**config.mk**
```make
export PLATFORM = sky130hd
export DESIGN_NAME = piecewise_contrast_stretch
export DESIGN_NICKNAME = d
export VERILOG_FILES = /design/src/pcs_pkg.sv /design/src/pcs_div_stage.sv /design/src/piecewise_contrast_stretch.sv
export VERILOG_INCLUDE_DIRS = /design/src /design/src/src
export SDC_FILE = /design/constraint.sdc
export NUM_CORES = 1
export LEC_CHECK = 0
export BUFFER_PORTS_ARGS = -buffer_cell sky130_fd_sc_hd__buf_2
export CAP_MARGIN = 20
export CORE_AREA = 4 4 211 213
export CTS_BUF_LIST = sky130_fd_sc_hd__clkbuf_8
export DETAILED_ROUTE_END_ITERATION = 16
export DIE_AREA = 0 0 215 217
export GPL_ROUTABILITY_DRIVEN = 0
export REMOVE_ABC_BUFFERS = 1
export SLEW_MARGIN = 20
export SYNTH_ARGS = -nofsm -noshare
export SYNTH_HDL_FRONTEND = slang
export SYNTH_SLANG_ARGS = --single-unit
```
**constraint.sdc**
```tcl
create_clock -name clk -period 6 [get_ports clk]
set_clock_uncertainty 0.15 [all_clocks]
set_input_delay 1.2 -clock clk [delete_from_list [all_inputs] [get_ports clk]]
set_output_delay 1.2 -clock clk [all_outputs]
set_load 0.02 [all_outputs]
```
**src/assert_macros.svh**
```systemverilog
// Assertion helpers for the contrast stretch block.
`ifndef ASSERT_MACROS_SVH
`define ASSERT_MACROS_SVH

`ifndef NO_ASSERTIONS

`define ASSERT_PROP(lbl, clk, rst_n, prop, msg) \
    lbl: assert property (@(posedge clk) disable iff (!rst_n) prop) else $error(msg);

`define ASSERT_NEVER(lbl, clk, rst_n, prop, msg) \
    lbl: assert property (@(posedge clk) disable iff (!rst_n) !(prop)) else $error(msg);

`else

`define ASSERT_PROP(lbl, clk, rst_n, prop, msg)

`define ASSERT_NEVER(lbl, clk, rst_n, prop, msg)

`endif

`endif

```
**src/pcs_pkg.sv**
```systemverilog
package pcs_pkg;

    localparam int PIX_W      = 8;
    localparam int PROD_W     = 2 * PIX_W;
    localparam int DIVD_W     = PROD_W + 1;
    localparam int DIVS_W     = PIX_W + 1;
    localparam int DIV_STEPS  = 2;
    localparam int DIV_STAGES = PIX_W / DIV_STEPS;

    localparam logic [PIX_W-1:0] PIX_MAX = {PIX_W{1'b1}};

    localparam int APB_DW = 32;
    localparam int APB_AW = 4;
    localparam int REG_IDX_W = 2;

    localparam logic [REG_IDX_W-1:0] REG_IN_LOW   = 2'd0;
    localparam logic [REG_IDX_W-1:0] REG_IN_HIGH  = 2'd1;
    localparam logic [REG_IDX_W-1:0] REG_OUT_LOW  = 2'd2;
    localparam logic [REG_IDX_W-1:0] REG_OUT_HIGH = 2'd3;

    // rounded division in flight: remainder, doubled divisor, quotient so far
    typedef struct packed {
        logic [DIVD_W-1:0] rem;
        logic [DIVS_W-1:0] dvs;
        logic [PIX_W-1:0]  quo;
    } pcs_div_t;

endpackage

```
**src/pcs_div_stage.sv**
```systemverilog
`include "assert_macros.svh"

module pcs_div_stage #(
    parameter int STAGE = 0
) (
    input  logic             clk,
    input  logic             rst_n,
    input  logic             up_valid,
    input  pcs_pkg::pcs_div_t up_data,
    output logic             up_ready,
    output logic             dn_valid,
    output pcs_pkg::pcs_div_t dn_data,
    input  logic             dn_ready
);
    import pcs_pkg::*;

    localparam int HI_BIT = PIX_W - 1 - DIV_STEPS * STAGE;
    localparam int LO_BIT = HI_BIT - DIV_STEPS + 1;

    logic     valid_reg;
    pcs_div_t data_reg;
    pcs_div_t data_next;
    logic     adv;

    assign up_ready = !valid_reg || dn_ready;
    assign adv      = up_valid && up_ready;

    // restoring steps, one quotient bit each
    always_comb
    begin
        logic [DIVD_W-1:0] sh;
        data_next = up_data;
        for (int j = 0; j < DIV_STEPS; j++)
        begin
            sh = DIVD_W'(up_data.dvs) << (HI_BIT - j);
            if (data_next.rem >= sh)
            begin
                data_next.rem = data_next.rem - sh;
                data_next.quo = data_next.quo | (PIX_W'(1) << (HI_BIT - j));
            end
        end
    end

    always_ff @(posedge clk or negedge rst_n)
    begin
        if (!rst_n)
        begin
            valid_reg <= 1'b0;
        end
        else if (up_ready)
        begin
            valid_reg <= up_valid;
        end
    end

    always_ff @(posedge clk)
    begin
        if (adv)
        begin
            data_reg <= data_next;
        end
    end

    assign dn_valid = valid_reg;
    assign dn_data  = data_reg;

    `ASSERT_PROP(a_rem_bound, clk, rst_n,
        valid_reg |-> (data_reg.rem < (DIVD_W'(data_reg.dvs) << LO_BIT)),
        "divider remainder out of range")
    `ASSERT_NEVER(a_zero_divisor, clk, rst_n,
        valid_reg && (data_reg.dvs == '0),
        "divider stage holds zero divisor")
    `ASSERT_PROP(a_hold, clk, rst_n,
        valid_reg && !dn_ready |=> valid_reg && $stable(data_reg),
        "divider stage lost data while blocked")

endmodule

```
**src/piecewise_contrast_stretch.sv**
```systemverilog
// Channel  | Handshake           | Payload
// src      | src_valid/src_stall | pixel_in  [7:0]
// dst      | dst_valid/dst_stall | pixel_out [7:0]
// apb      | psel/penable/pready | paddr [3:0], pwdata/prdata [31:0]
//
// One pixel per cycle while dst is not stalled; stages: select, multiply, sum, 4 divider stages.
// Divider retires two quotient bits per stage.
// Reset loads the identity curve: in 0..255 -> out 0..255.
// Stalls back up stage by stage; empty stages still fill while dst is stalled.
`include "assert_macros.svh"

module piecewise_contrast_stretch (
    input  logic                        clk,
    input  logic                        rst_n,
    input  logic                        psel,
    input  logic                        penable,
    input  logic                        pwrite,
    input  logic [pcs_pkg::APB_AW-1:0]  paddr,
    input  logic [pcs_pkg::APB_DW-1:0]  pwdata,
    output logic [pcs_pkg::APB_DW-1:0]  prdata,
    output logic                        pready,
    input  logic                        src_valid,
    output logic                        src_stall,
    input  logic [pcs_pkg::PIX_W-1:0]   pixel_in,
    output logic                        dst_valid,
    input  logic                        dst_stall,
    output logic [pcs_pkg::PIX_W-1:0]   pixel_out
);
    import pcs_pkg::*;

    logic [PIX_W-1:0] in_low_reg;
    logic [PIX_W-1:0] in_high_reg;
    logic [PIX_W-1:0] out_low_reg;
    logic [PIX_W-1:0] out_high_reg;

    logic                 cfg_wr;
    logic [REG_IDX_W-1:0] cfg_idx;

    assign pready  = 1'b1;
    assign cfg_idx = paddr[APB_AW-1:APB_AW-REG_IDX_W];
    assign cfg_wr  = psel && penable && pwrite && pready;

    always_ff @(posedge clk or negedge rst_n)
    begin
        if (!rst_n)
        begin
            in_low_reg   <= '0;
            in_high_reg  <= PIX_MAX;
            out_low_reg  <= '0;
            out_high_reg <= PIX_MAX;
        end
        else if (cfg_wr)
        begin
            case (cfg_idx)
                REG_IN_LOW:   in_low_reg   <= pwdata[PIX_W-1:0];
                REG_IN_HIGH:  in_high_reg  <= pwdata[PIX_W-1:0];
                REG_OUT_LOW:  out_low_reg  <= pwdata[PIX_W-1:0];
                REG_OUT_HIGH: out_high_reg <= pwdata[PIX_W-1:0];
                default:      ;
            endcase
        end
    end

    always_comb
    begin
        case (cfg_idx)
            REG_IN_LOW:   prdata = APB_DW'(in_low_reg);
            REG_IN_HIGH:  prdata = APB_DW'(in_high_reg);
            REG_OUT_LOW:  prdata = APB_DW'(out_low_reg);
            REG_OUT_HIGH: prdata = APB_DW'(out_high_reg);
            default:      prdata = '0;
        endcase
    end

    // stage 1: segment select, operands for N = a0*b0 + a1*b1 and divisor D
    logic             s1_valid_reg;
    logic             s1_ready;
    logic [PIX_W-1:0] a0_reg, b0_reg, a1_reg, b1_reg, d1_reg;
    logic [PIX_W-1:0] a0_next, b0_next, a1_next, b1_next, d1_next;

    always_comb
    begin
        if (pixel_in < in_low_reg)
        begin
            a0_next = pixel_in;
            b0_next = out_low_reg;
            a1_next = '0;
            b1_next = '0;
            d1_next = in_low_reg;
        end
        else if (pixel_in > in_high_reg)
        begin
            a0_next = out_high_reg;
            b0_next = PIX_MAX - in_high_reg;
            a1_next = pixel_in - in_high_reg;
            b1_next = PIX_MAX - out_high_reg;
            d1_next = PIX_MAX - in_high_reg;
        end
        else if (in_high_reg == in_low_reg)
        begin
            a0_next = out_low_reg;
            b0_next = PIX_W'(1);
            a1_next = '0;
            b1_next = '0;
            d1_next = PIX_W'(1);
        end
        else
        begin
            a0_next = out_low_reg;
            b0_next = in_high_reg - pixel_in;
            a1_next = out_high_reg;
            b1_next = pixel_in - in_low_reg;
            d1_next = in_high_reg - in_low_reg;
        end
    end

    // stage 2: products
    logic              s2_valid_reg;
    logic              s2_ready;
    logic [PROD_W-1:0] p0_reg, p1_reg;
    logic [PIX_W-1:0]  d2_reg;

    // stage 3: rounded dividend 2N + D, divisor 2D
    logic     s3_valid_reg;
    logic     s3_ready;
    pcs_div_t s3_data_reg;
    pcs_div_t s3_data_next;

    logic     div_valid [DIV_STAGES+1];
    logic     div_ready [DIV_STAGES+1];
    pcs_div_t div_data  [DIV_STAGES+1];

    assign s3_ready  = !s3_valid_reg || div_ready[0];
    assign s2_ready  = !s2_valid_reg || s3_ready;
    assign s1_ready  = !s1_valid_reg || s2_ready;
    assign src_stall = !s1_ready;

    always_comb
    begin
        logic [PROD_W-1:0] sum;
        sum = p0_reg + p1_reg;
        s3_data_next.rem = {sum, 1'b0} + DIVD_W'(d2_reg);
        s3_data_next.dvs = {d2_reg, 1'b0};
        s3_data_next.quo = '0;
    end

    always_ff @(posedge clk or negedge rst_n)
    begin
        if (!rst_n)
        begin
            s1_valid_reg <= 1'b0;
            s2_valid_reg <= 1'b0;
            s3_valid_reg <= 1'b0;
        end
        else
        begin
            if (s1_ready)
            begin
                s1_valid_reg <= src_valid;
            end
            if (s2_ready)
            begin
                s2_valid_reg <= s1_valid_reg;
            end
            if (s3_ready)
            begin
                s3_valid_reg <= s2_valid_reg;
            end
        end
    end

    always_ff @(posedge clk)
    begin
        if (src_valid && s1_ready)
        begin
            a0_reg <= a0_next;
            b0_reg <= b0_next;
            a1_reg <= a1_next;
            b1_reg <= b1_next;
            d1_reg <= d1_next;
        end
        if (s1_valid_reg && s2_ready)
        begin
            p0_reg <= a0_reg * b0_reg;
            p1_reg <= a1_reg * b1_reg;
            d2_reg <= d1_reg;
        end
        if (s2_valid_reg && s3_ready)
        begin
            s3_data_reg <= s3_data_next;
        end
    end

    assign div_valid[0] = s3_valid_reg;
    assign div_data[0]  = s3_data_reg;

    for (genvar k = 0; k < DIV_STAGES; k++)
    begin : g_div
        pcs_div_stage #(
            .STAGE (k)
        ) u_stage (
            .clk      (clk),
            .rst_n    (rst_n),
            .up_valid (div_valid[k]),
            .up_data  (div_data[k]),
            .up_ready (div_ready[k]),
            .dn_valid (div_valid[k+1]),
            .dn_data  (div_data[k+1]),
            .dn_ready (div_ready[k+1])
        );
    end

    assign div_ready[DIV_STAGES] = !dst_stall;
    assign dst_valid = div_valid[DIV_STAGES];
    assign pixel_out = div_data[DIV_STAGES].quo;

    `ASSERT_NEVER(a_s1_zero_div, clk, rst_n,
        s1_valid_reg && (d1_reg == '0),
        "zero divisor selected")
    `ASSERT_PROP(a_quo_fits, clk, rst_n,
        s3_valid_reg |-> (s3_data_reg.rem < (DIVD_W'(s3_data_reg.dvs) << PIX_W)),
        "quotient would exceed pixel range")
    `ASSERT_PROP(a_cfg_in_low, clk, rst_n,
        cfg_wr && (cfg_idx == REG_IN_LOW) |=> in_low_reg == $past(pwdata[PIX_W-1:0]),
        "in_low write not taken")

endmodule

```
==> summary.log <==
qor: clock_network.holdBufCountCts 0
qor: cells_and_area.number_of_antenna_repair_diodes 0
qor: critical_path.setup.worst_path.start_class flop
qor: route.post_dr_wirelength_cell 16.6 µm
qor: cells_and_area.n_fill_cell 3,924
qor: floorplan.placementRows 76
qor: critical_path.timing.setup.critical_path_class flop to flop
qor: flow_run.cap_viol_max_count 0
qor: logic_synthesis.synth_largest_area_cell sky130_fd_sc_hd__edfxtp_1
qor: timing.timing.final.hold_violations 0
qor: logic_synthesis.ys.flop_type sky130_fd_sc_hd__edfxtp_1
qor: logic_synthesis.synth_enable_flop_cells 196
qor: timing.final.setup.tns 0 ns
qor: worst_hold_path.min_delay_worst_endpoint d2_reg[4]
qor: route.routed_wirelength 41.1 mm
qor: worst_hold_path.whs_path_depth 0
qor: logic_synthesis.post_synth_inst_count 1,842
qor: logic_synthesis.synth_sequential_area_ratio 36.3%
qor: timing.max_freq 191 MHz
qor: global_route.initial_antenna_violation_count 0
qor: critical_path.critPathBufInv 2
qor: global_route.first_global_vias 13,300
qor: clock_network.cts.reportedPaths.clkPinSlew 0.06 ns
qor: cells_and_area.multi_input_comb_area 0.0110 mm²
qor: logic_synthesis.yosysMostFrequentCell sky130_fd_sc_hd__inv_1
qor: critical_path.timing.reg2reg.setup_slack 0.76 ns
qor: timing.finalCritPeriodShare 87.3%
qor: critical_path.critical_path.max_fanout 10
qor: floorplan.starting_utilization_of_the_core_area 44.4%
qor: clock_network.clockBufferDepth 3
qor: logic_synthesis.synth-seq-cells 235
qor: clock_network.post-cts-setup-buffer-count 0
qor: timing.final_max_slew_viol_count 0
qor: logic_synthesis.fraction_of_post_synthesis_cell_area_in_the_top_cell_type_by_area 31.0%
qor: critical_path.cp_slowest_cell sky130_fd_sc_hd__edfxtp_1
qor: worst_hold_path.hold_class flop to flop
qor: timing.grt_setup_unrepaired no
qor: cells_and_area.largest_register_ffs 92
qor: route.drc 0
qor: logic_synthesis.yosysWarningCount 0
qor: critical_path.timing.critical_path.slowest_cell_delay 0.38 ns
qor: clock_network.tritoncts_num_sinks 235
qor: critical_path.worstPathCellList inv_1, ha_1, nor2b_1, o31a_1, o21a_1, o21ai_1, o21ai_1, mux2_1, ha_1, a21o_1, a21oi_1, o21bai_1, a21oi_1, o21ai_0, or2_1, nor4b_2, buf_4, mux2_1
qor: floorplan.ios 94
qor: critical_path.crit_family compound AO/OA/AOI/OAI gates
qor: critical_path.critPathCaptureType flop
qor: cells_and_area.final-seq-area 0.00688 mm²
qor: timing.worst-slew-pin-transition 1.04 ns
qor: route.post_drt_via_cell_ratio 5.32
qor: critical_path.worst-endpoint-arrival 5.40 ns
qor: cells_and_area.flow.area_growth_from_synthesis 8.65%
qor: global_route.gr-total-overflow 0
qor: floorplan.die_height 217 µm
qor: route.dr_total_vias 13,200
qor: logic_synthesis.synth.area.top_cells sky130_fd_sc_hd__edfxtp_1 (31%), sky130_fd_sc_hd__ha_1 (12%), sky130_fd_sc_hd__fa_1 (9.0%)
qor: worst_hold_path.hold_start d1_reg[4]
qor: logic_synthesis.synth.cell_area 0.0190 mm²
qor: timing.timing.max_slew.rel_slack 30.5%
qor: logic_synthesis.synthTopCellsByCount sky130_fd_sc_hd__inv_1 (208), sky130_fd_sc_hd__edfxtp_1 (196), sky130_fd_sc_hd__ha_1 (187)
qor: route.antenna_violating_nets_post_route 0
qor: critical_path.crit-reg2reg-launch g_div[0].u_stage.dn_data[10]
qor: logic_synthesis.synth.lib_cells_used.distinct 83
qor: clock_network.clkLatencyLatePin 0.57 ns
qor: clock_network.tritoncts done
qor: status.outcome finished clean
qor: clock_network.cts.repair.resized 0
qor: timing.setup_viol_count_final 0
qor: floorplan.design.die.area 0.0467 mm²
qor: route.dr.first_iter.drc_count 907
qor: cells_and_area.net_count_of_the_finished_layout 2,223
qor: logic_synthesis.syn-mean-instance-area 10.3 µm²
qor: floorplan.die_x 215 µm
qor: floorplan.core_region_area 0.0427 mm²
qor: critical_path.critical_path_cell_count 18
qor: timing.final_period_minus_worst_setup_slack 5.24 ns
qor: logic_synthesis.async_set_reset_flop_share_out_of_synthesis 16.6%
qor: place.buffer_ports.inserted 42
qor: global_route.first_pass_grt_wire_length 68.4 mm
qor: global_route.grt.total_usage 17.8%
qor: global_route.grt_max_degree 41
qor: critical_path.r2r.worst_path.cells 18
qor: clock_network.root_buffer sky130_fd_sc_hd__clkbuf_8
qor: route.drt_first_pass_iters 5
qor: critical_path.cp.required 6.17 ns
qor: clock_network.cts-buffers-inserted 42
qor: cells_and_area.final_layout_size_suffix_gt1_share 10.7%
qor: place.detailedPlacementHpwl 32.6 mm
qor: critical_path.worst_r2r_dst g_div[1].u_stage.dn_data[26]
qor: clock_network.cts_htree_levels 2
cell usage in the layout (no fill, tap or decap), types with 10 or more instances in the layout:
master                     instances
sky130_fd_sc_hd__buf_2            42
sky130_fd_sc_hd__edfxtp_1        196
sky130_fd_sc_hd__mux2_2           34
sky130_fd_sc_hd__ha_1            187
sky130_fd_sc_hd__xnor2_1          70
sky130_fd_sc_hd__dfrtp_1          23
sky130_fd_sc_hd__o21ai_1          17
sky130_fd_sc_hd__mux2_1           18
sky130_fd_sc_hd__and2_1          112
sky130_fd_sc_hd__fa_1             85
sky130_fd_sc_hd__o21ai_0          55
sky130_fd_sc_hd__conb_1           25
sky130_fd_sc_hd__nor2b_1          27
sky130_fd_sc_hd__nand2b_1         27
sky130_fd_sc_hd__nand4_1          16
sky130_fd_sc_hd__a21o_1           33
sky130_fd_sc_hd__nand2_1         114
sky130_fd_sc_hd__o211ai_1         12
sky130_fd_sc_hd__a21boi_0         10
sky130_fd_sc_hd__buf_4            14
sky130_fd_sc_hd__dfstp_2          16
sky130_fd_sc_hd__xor2_1           28
sky130_fd_sc_hd__nor4_1           13
sky130_fd_sc_hd__nor3_1           41
sky130_fd_sc_hd__a31oi_1          13
sky130_fd_sc_hd__inv_1           216
sky130_fd_sc_hd__a21oi_1          95
sky130_fd_sc_hd__clkbuf_8         52
sky130_fd_sc_hd__o21a_1           21
sky130_fd_sc_hd__nor2_1          104
sky130_fd_sc_hd__nand3_1          34
cells by family after synthesis:
kind of cell,after synthesis,synth area share (%)
flip-flops,235,36.3
AND/OR/NAND/NOR,537,14.6
multiplexers,74,4.95
buffers and inverters,277,6.24
adder cells (fa/ha/maj),272,21.3
other,2,0.0396
XOR/XNOR,98,4.52
AO/OA/AOI/OAI,347,12.1
worst reg2reg max path: cells and delay by family (launching register included):
family / cells / cell delay, ns
AOI/OAI and AO/OA: 9 / 1.97
muxes: 2 / 0.72
and+or+nand+nor: 3 / 0.69
adders and majority gates: 2 / 0.63
buffers and inverters: 2 / 0.42
DFF: 1 / 0.38
metrics by stage:
step	area [µm²]	hold slack, ns	cells	util (%)	setup WS (ns)
finish	20600	0.267	2479	48.3	0.764
global route	20600	0.266	2479	48.3	0.467
CTS	20600	0.265	2479	48.3	0.808
detailed placement	19700	0.255	2402	46.1	0.858
global placement	19700	0.253	2402	46.1	0.951
floorplan	18700	0.250	1800	-	0.873
metal layers:
layer,track usage [%],wire length (µm),vias up
li1,-,-,6559
met1,22.4,17900,6344
met2,32.5,21100,221
met3,2.39,1360,54
met4,4.29,715,0
met5,0,0,-
layout make-up:
type,count,area share (%)
tap,546,3.31
clock buffer,52,3.47
sequential,235,33.4
multi-input combinational,1353,53.4
clock inverter,25,1.07
inverter,212,3.86
timing repair buffer,56,1.53
worst max path at each step:
stage	start	endpoint	slack, ns
after floorplan	g_div[0].u_stage.dn_data[10]	g_div[1].u_stage.dn_data[23]	0.87
after global placement	g_div[0].u_stage.dn_data[10]	g_div[1].u_stage.dn_data[24]	0.95
after detailed placement	g_div[0].u_stage.dn_data[10]	g_div[1].u_stage.dn_data[26]	0.86
after CTS	g_div[0].u_stage.dn_data[10]	g_div[1].u_stage.dn_data[26]	0.81
after global routing	g_div[0].u_stage.dn_data[10]	g_div[1].u_stage.dn_data[28]	0.47
final	g_div[0].u_stage.dn_data[10]	g_div[1].u_stage.dn_data[26]	0.76
Power is not shown: default switching activity piles up to over one toggle a cycle in this logic, so the estimate is an artifact.
